## config.mk

```make
export PLATFORM = sky130hd
export DESIGN_NAME = bbia_front
export DESIGN_NICKNAME = d
export VERILOG_FILES = /design/src/rtl/bbia_pkg.sv /design/src/rtl/bbia_front.sv
export SDC_FILE = /design/constraint.sdc
export NUM_CORES = 1
export LEC_CHECK = 0
export BUFFER_PORTS_ARGS = -buffer_cell sky130_fd_sc_hd__buf_2
export CAP_MARGIN = 20
export CORE_MARGIN = 1.5
export CORE_UTILIZATION = 51
export CTS_CLUSTER_SIZE = 8
export DETAILED_ROUTE_END_ITERATION = 12
export PLACE_DENSITY_LB_ADDON = 0.2
export SETUP_SLACK_MARGIN = 0.3
export SYNTH_ARGS = -nofsm -noshare
export SYNTH_HDL_FRONTEND = slang
export SYNTH_SLANG_ARGS = --single-unit
```

## constraint.sdc

```tcl
create_clock -name i_clk -period 2.5 [get_ports i_clk]
set_clock_uncertainty 0.2 [all_clocks]
set_input_delay 0.25 -clock i_clk [delete_from_list [all_inputs] [get_ports i_clk]]
set_output_delay 0.25 -clock i_clk [all_outputs]
set_load 0.05 [all_outputs]
```

## src/rtl/bbia_pkg.sv

```systemverilog
`default_nettype none
package bbia_pkg;
    typedef enum logic [1:0] {
        K_FIND = 2'd0,
        K_SET  = 2'd1,
        K_CLR  = 2'd2,
        K_NOP  = 2'd3
    } t_kind;

    typedef enum logic [1:0] {
        ST_OK    = 2'd0,
        ST_RANGE = 2'd1,
        ST_FULL  = 2'd2
    } t_status;

    localparam int unsigned BLOCK_RESERVED = 132;
    localparam int unsigned INODE_RESERVED = 1;
    localparam int unsigned BLOCK_GROUP_RESET = 892;
    localparam int unsigned INODE_GROUP_RESET = 1024;
    localparam int unsigned BLOCK_TOTAL_RESET = 8168;
    localparam int unsigned INODE_TOTAL_RESET = 8168;

    typedef struct packed {
        logic [1:0] kind;
        logic       map_select;
        logic [2:0] group;
        logic [9:0] bit_index;
    } t_req;

    typedef struct packed {
        logic [1:0]  status;
        logic [10:0] found_index;
        logic [10:0] group_free;
        logic [13:0] total_free;
    } t_rsp;
endpackage
`default_nettype wire

```

## src/rtl/bbia_front.sv

```systemverilog
`default_nettype none
// Request queue: two entries between the port and the bitmap engine.
module bbia_front
    import bbia_pkg::*;
(
    input  wire  i_clk,
    input  wire  i_rst_n,
    input  wire  i_valid,
    output logic o_ready,
    input  t_req i_req,
    output logic o_valid,
    input  wire  i_ready,
    output t_req o_req
);
    t_req       r_q [2];
    logic       r_wp, r_rp;
    logic [1:0] r_cnt;
    logic       push, pop;

    assign o_ready = (r_cnt != 2'd2);
    assign o_valid = (r_cnt != 2'd0);
    assign o_req   = r_q[r_rp];
    assign push    = i_valid && o_ready;
    assign pop     = o_valid && i_ready;

    always_ff @(posedge i_clk) begin
        if (push) r_q[r_wp] <= i_req;
        if (!i_rst_n) begin
            r_wp <= 1'b0; r_rp <= 1'b0; r_cnt <= 2'd0;
        end else begin
            if (push) r_wp <= ~r_wp;
            if (pop) r_rp <= ~r_rp;
            r_cnt <= r_cnt + {1'b0, push} - {1'b0, pop};
        end
    end

    assert property (@(posedge i_clk) disable iff (!i_rst_n) r_cnt != 2'd3)
        else $error("queue count overflow");
    assert property (@(posedge i_clk) disable iff (!i_rst_n)
        (r_cnt == 2'd2 && !pop) |=> r_cnt == 2'd2)
        else $error("full queue lost an item");
    assert property (@(posedge i_clk) disable iff (!i_rst_n)
        (r_cnt == 2'd0 && !push) |=> !o_valid)
        else $error("empty queue shows an item");
endmodule
`default_nettype wire

```

# == After elaboration in Yosys (flattened, before gate mapping) ==
# Memory sizes are Yosys's and may differ from the RTL's. A register that Yosys moved wholly into a read port is not among the register bits.
# Index checks and enable logic that the tools add are counted.
# totals
ff_bits,4
ram_bits,32
input_bits,20
output_inout_bits,18
word_cells,16
n_memories,1
# op_classes
addsub,2
n_eq_ne,1
mux,4
n_bitwise,2
n_reduce_logical,3
# memory_table
name,words,word_bits,rd,rd_clocked_by_memory_dff,write_ports,line_no,rtl
r_q,2,16,1,1,1,bbia_front.sv:15,t_req r_q [2];
# ops
operator,n
1-bit two-way mux,4
2-bit by 1-bit adder with 2-bit output,1
1-bit logical AND,2
"2-bit != test, second input constant",1
1-bit NOT,2
2-bit nonzero test,1
2-bit by 1-bit subtractor with 2-bit output,1

# == Depth between registers and ports, before layout ==
# Gate-level depths: netlist of run 1.
# logic_depth
depth_word,4
mapped_depth,8
mapped_depth_nobuf,8

# == Least setup slack after synthesis of run 1 ==
# No wires, ideal clock.
# synth_timing
kind,register to register
start,reg r_cnt[0]
end,"mem r_q[0][0] (netlist name), enable pin"
setup_time_ps,388
arrival_ps,1724
t_required_ps,1912
path_slack_ps,187
stages_incl_launch_ff,4
path_buffers,0
synth_period_minus_slack_ps,2313
path_cell_list,dfxtp_1 nand2b_1 nand2_1 nor2_1
# synth_between
elab_chain_len,4
# synth_rtl
item,line_no,rtl
"start, declared",bbia_front.sv:17,logic [1:0] r_cnt;
"start signal, assigned",bbia_front.sv:33,"r_cnt <= r_cnt + {1'b0, push} - {1'b0, pop};"
2-bit != test,bbia_front.sv:20,assign o_ready = (r_cnt != 2'd2);
net o_ready,bbia_front.sv:9,"output logic o_ready,"
1-bit logical AND,bbia_front.sv:23,assign push = i_valid && o_ready;
1-bit two-way mux,bbia_front.sv:27,if (push) r_q[r_wp] <= i_req;
1-bit two-way mux (implied by the code),bbia_front.sv:27,
"end, declared",bbia_front.sv:15,
# The timed path passes the listed nets, and every way through them passes these cells.

==> results of run 1 <==
-- cell usage after synthesis, drive strengths merged --
cell     n  share of area [%]
and2     2               0.87
dfxtp    5                6.9
buf      2                2.2
and3     1               0.43
edfxtp  32                 66
xnor2    3                1.8
nor2     1               0.26
inv      1               0.26
nand2b   2               0.87
mux2i    1               0.69
nor2b    2               0.87
ha       2                1.7
o21a     1               0.61
nand2    2               0.52
or2      1               0.43
mux2    16                 15
-- per-stage QoR --
stage | utilization, % | cells | power, uW | setup WS [ns] | hold slack, ns
2_1_floorplan | - | 74 | 1490 | 0.294 | 0.149
3_3_place_gp | 61.1 | 142 | 1590 | 0.727 | 0.238
3_5_place_dp | 61.1 | 142 | 1610 | 0.644 | 0.242
4_1_cts | 69.2 | 167 | 1910 | 0.381 | 0.0736
5_1_grt | 69.2 | 167 | 1980 | 0.310 | 0.0935
6_report | 69.2 | 167 | 1890 | 0.417 | 0.0916
-- critical path, stage by stage, from the launching register on --
cell and delay [ns]:
dfxtp_1 0.46, buf_4 0.29, mux2_2 0.36, buf_2 0.21
-- registers in the layout, indices dropped and copies added (netlist names), named ones only --
| name | flops |
|---|---|
| r_cnt | 2 |
| r_q | 32 |
| r_rp | 1 |
| r_wp | 1 |
-- layout make-up --
type	instances	area (um^2)	share of cell area (%)
repair buffers	56	370	19.8
flip-flops and latches	37	1060	56.6
multi-input cells	34	352	18.8
inverters	1	3.75	0.200
well taps	31	38.8	2.07
clock buffers	8	48.8	2.60
-- layer usage --
metal	global-route usage (%)	vias up
li1	-	400
met1	19.4	402
met2	25.7	23
met3	5.12	4
met4	10.2	0
met5	0	-
-- report_power, final --
| group | internal [uW] | switching (uW) |
|---|---|---|
| combinational | 274 | 508 |
| clock | 112 | 168 |
| sequential | 780 | 44.7 |
| total | 1170 | 720 |
-- final timing paths --
path | endpoint | slack, ns | start
worst min-delay path | r_wp | 0.09 | i_valid
worst max-delay path | o_req[4] | 0.42 | flop
worst min register to register | r_wp | 0.31 | r_wp
worst max register to register | r_cnt[1] | 0.64 | r_cnt[0]
-- logic make-up (layout without fill, tap and decap cells) --
family,after synthesis,in the layout,share of synthesized area (%)
flops,37,37,73.4
fa+ha+maj,2,2,1.73
xor+xnor,3,3,1.82
compound gates,1,1,0.606
mux,17,17,15.8
simple gates,11,11,4.24
buf+inv,3,65,2.42
-- what timing repair did --
item | in CTS | in global routing
buffers inserted | 0 | 0
hold buffers | 17 | 0
hold endpoints to repair | 33 | 0
setup endpoints to repair | 0 | 0
==> results_dict.tcl, run 1 <==
set metrics [dict create \
    status "finished clean" \
    total_leakage_power_uw 0.000754 \
    min_path_cells 3 \
    met2_length_um 1150 \
    drive_gt1_share_pct 46.3 \
    mostFrequentLayoutCell "buf_2" \
    gp_congestion 0.617 \
    grt_max_degree 17 \
    synth.net_count 96 \
    p_per_area_mw_per_mm2 1010 \
    final_area_mm2 0.00187 \
    avgViaCountPerCell 4.96 \
    netlist_instances 74 \
    drt_iter0_drc 8 \
    timing.final.crit_share_pct 83.3 \
    clk_latency_ns 0.31 \
    start_kind "flop" \
    ir_drop_v 0.000776 \
    r2r_cells 8 \
    final.setup.tns_ns 0 \
    hpwl_um 1510 \
    ys_ff_latch 37 \
    htree_levels 2 \
    nets 157 \
    ys_types 18 \
    via_count 829 \
    wl_met3_um 90 \
    drtAntennaViolNets 0 \
    worstPathArrival_ns 1.63 \
    critPathRequiredTime_ns 2.05 \
    wl_per_cell_um 13.5 \
    hold_viol 0 \
    area_delta_synth_final_pct 29.7 \
    clk_pin_slew_ns 0.09 \
    boundaryPins 38 \
    end_kind "primary output" \
    numCtsBuffers 5 \
    num_rows 19 \
    crit_fanout 11 \
    seq_area_frac_synth_pct 73.4 \
    hp-class "in -> reg" \
    relSlewSlack_pct 49.5 \
    drc 0 \
    die_w_um 56.2 \
    drv_slew 0 \
    diodes 0 \
    path_class "reg -> out" \
    first_global_vias 824 \
    grt_overflow 0 \
    start_util_pct 53.3 \
    num-fill-cells 201 \
    top_layer_used "met4" \
    syn_area_mm2 0.00145 \
    final_cell_mix "buf_2 (37), edfxtp_1 (32), dlygate4sd3_1 (17), mux2_4 (10), mux2_2 (6)" \
    grt_first_pass_wirelength_um 3700 \
    cts.sink_count 37 \
    cts-root-buf "clkbuf_4" \
    setup-violations-final 0 \
    wirelength_um 2260 \
    die_height_um 56.2 \
    cts_tree "done" \
    die-area_mm2 0.00316 \
    antenna_found_initial 0 \
    cap_viol_max_count 0 \
    rsz0062_at_grt "false" \
    post_dp_cell_area_mm2 0.00166 \
    track_usage_pct 16.3 \
    drt-met1-wl_um 973 \
    worst_pin_slew_ns 0.758 \
    drtPass1Iterations 4 \
    yosys_warnings 0 \
    clockBufferDepth 2 \
    syn_avg_cell_area_um2 19.5 \
    numPortBuffers 37 \
    core_area_mm2 0.00271 \
    fin_crit_ns 2.08 \
    ctsResizeCount 0 \
    fmax_ghz 0.480 \
]
No activity file was read; power rests on OpenSTA's default activity.
==> run 2: changes to the inputs <==
--- a/config.mk
+++ b/config.mk
@@ -5,6 +5,7 @@
 export SDC_FILE = /design/constraint.sdc
 export NUM_CORES = 1
 export LEC_CHECK = 0
+export ABC_AREA = 1
 export BUFFER_PORTS_ARGS = -buffer_cell sky130_fd_sc_hd__buf_2
 export CAP_MARGIN = 20
 export CORE_MARGIN = 1.5
==> constraint.sdc (replaced) <==
create_clock -name i_clk -period 2.1 [get_ports i_clk]
set_clock_uncertainty 0.2 [all_clocks]
set_input_delay 0.21 -clock i_clk [delete_from_list [all_inputs] [get_ports i_clk]]
set_output_delay 0.21 -clock i_clk [all_outputs]
set_load 0.05 [all_outputs]
==> results_dict.tcl, run 2 <==
set metrics [dict create \
    status "finished clean" \
    netlist_instances 86 \
    ys_types 12 \
    cp_slowest_stage_delay_ns 0.41 \
    die_height_um 56.3 \
    cts-root-buf "clkbuf_4" \
    synth_ff_type "edfxtp_1" \
    yosys_warnings 0 \
    synth_edf_count 32 \
    first_global_vias 940 \
    start_kind "flop" \
    hold_viol 0 \
    final.setup.tns_ns 0 \
    ys_ff_latch 37 \
    num_rows 19 \
    seq_area_frac_synth_pct 73.2 \
    worstPathArrival_ns 1.36 \
    die_w_um 56.3 \
    core_area_mm2 0.00273 \
    r2r-start "r_cnt[1]" \
    setup-violations-final 0 \
    postSynth.asyncResetShare_pct 0 \
    drive_gt1_share_pct 46.4 \
    synth.top_cell.area_share_pct 66.3 \
    clockBufferDepth 2 \
    gp_congestion 0.740 \
    drv_slew 0 \
    synthTopCellsByArea "edfxtp_1 (66%), mux2_4 (10%), dfxtp_1 (6.9%)" \
    final_cell_mix "edfxtp_1 (32), buf_2 (21), dlygate4sd3_1 (19), mux2_4 (14), buf_6 (12)" \
    boundaryPins 38 \
    drt_iter0_drc 23 \
    htree_levels 2 \
    synth_most_common_cell "edfxtp_1" \
    via_count 894 \
    nets 174 \
    relSlewSlack_pct 80.1 \
    clk_pin_slew_ns 0.10 \
    num-fill-cells 169 \
    numPortBuffers 37 \
    drtAntennaViolNets 0 \
    cap_viol_max_count 0 \
    total_leakage_power_uw 0.000888 \
    drtPass1Iterations 4 \
    syn_avg_cell_area_um2 16.9 \
    fin_crit_ns 1.77 \
    p_total_uw 2580 \
    clk_latency_ns 0.33 \
    largest_reg_flops 32 \
    hp-class "reg -> reg" \
    wirelength_um 2710 \
    die-area_mm2 0.00317 \
    timing.rr.end "r_cnt[1]" \
    post-route-util_pct 77.5 \
    mostFrequentLayoutCell "edfxtp_1" \
    timing.final.crit_share_pct 84.5 \
    netlist_top_cells_count "edfxtp_1 (32), mux2_4 (10), nand2_1 (9)" \
    end_kind "primary output" \
    crit_fanout 5 \
    rsz0062_at_grt "true" \
    p_per_area_mw_per_mm2 1220 \
    grt_overflow 0 \
    wl_per_cell_um 14.7 \
    grt_first_pass_wirelength_um 4040 \
    synth_largest_area_cell "edfxtp_1" \
    start_util_pct 53.0 \
    fmax_ghz 0.564 \
    avgViaCountPerCell 4.86 \
    diodes 0 \
    critPathRequiredTime_ns 1.69 \
    grt_max_degree 17 \
    hpwl_um 1570 \
    regMostFlops "r_q" \
    cts_tree "done" \
    worst_pin_slew_ns 0.298 \
    reg_top3 "r_q: 32 flops, r_cnt: 2 flops" \
    drc 0 \
    area_delta_synth_final_pct 46.2 \
    r2r_cells 10 \
    synth.net_count 108 \
    track_usage_pct 17.9 \
    syn_area_mm2 0.00145 \
    cts.sink_count 37 \
    critPathSlowestCell "dfxtp_4" \
    endpoint "o_req[8]" \
    ir_drop_v 0.00105 \
    path_class "reg -> out" \
    path_cells "clkbuf_16, mux2_4, buf_6" \
    ff2ff_setup_slack_ns 0.41 \
    antenna_found_initial 0 \
    numCtsBuffers 5 \
]
run 2: cell types whose count changed after synthesis, sizes merged, moves of 3 or more:
| cell | delta |
|---|---|
| xnor2 | -3 |
| nand3 | +3 |
| nor2 | +7 |
| inv | +6 |
| nand2 | +7 |
run 2: cell families (layout without fill, tap and decap cells):
logic type,Yosys count,count (layout),synth area share [%]
DFF,37,37,73.2
adders and majority gates,2,2,1.73
AOI/OAI and AO/OA,2,2,0.690
muxes,16,16,15.0
and+or+nand+nor,20,20,5.44
buffers and inverters,9,76,3.97
run 2: metal layers:
layer  track usage [%]  part of all wire, %  vias up
met4              11.2                  2.4        0
met3              5.53                  4.6        7
met5                 0                    0        -
li1                  -                    -      438
met1              18.6                   38      417
met2              31.3                   55       32
run 2: layout make-up:
class                           count  area [um^2]  share of cell area (%)
Tap cell                           31         38.8                    1.83
Inverter                            7         26.3                    1.24
Timing Repair Buffer               61          571                    26.9
Clock buffer                        5         37.5                    1.77
Sequential cell                    37         1070                    50.3
Clock inverter                      3         17.5                   0.826
Multi-Input combinational cell     40          363                    17.1
run 2: repair_timing:
action,in CTS,in global routing
setup endpoints to repair,16,17
buffers inserted,1,0
hold buffers,19,0
gates cloned,0,1
resized for setup,15,33
hold endpoints to repair,37,0
run 2: through the flow:
| stage | instances | hold WS, ns | setup slack [ns] | cell area [um^2] |
|---|---|---|---|---|
| detailed placement | 155 | 0.202 | 0.390 | 1690 |
| global route | 184 | 0.366 | 0.269 | 2120 |
| CTS | 183 | 0.329 | 0.268 | 1990 |
| global placement | 155 | 0.198 | 0.464 | 1690 |
| floorplan | 86 | 0.103 | 0.380 | 1460 |
| finish | 184 | 0.320 | 0.326 | 2120 |
run 2: critical path, delay by kind of cell, from the launching register on:
| family | cells | cell delay (ns) |
|---|---|---|
| mux | 1 | 0.31 |
| buf+inv | 2 | 0.32 |
| flops | 1 | 0.41 |
run 2: how the worst min path moves through the flow:
stage / endpoint / slack [ns] / cells past startpoint / start
global route: flop / 0.37 / 2 / r_rp
CTS: r_rp / 0.33 / 2 / r_rp
global placement: r_q[0][4] / 0.20 / 1 / i_req[4]
finish: r_rp / 0.32 / 2 / r_rp
floorplan: r_cnt[0] / 0.10 / 2 / i_rst_n
detailed placement: r_q[1][2] / 0.20 / 1 / i_req[2]
run 2: power by group:
part | total [uW] | leakage (uW) | switching (uW) | internal [uW]
Clock | 356 | 0.0000326 | 229 | 127
Sequential | 1000 | 0.000341 | 62.8 | 941
Combinational | 1220 | 0.000515 | 705 | 518
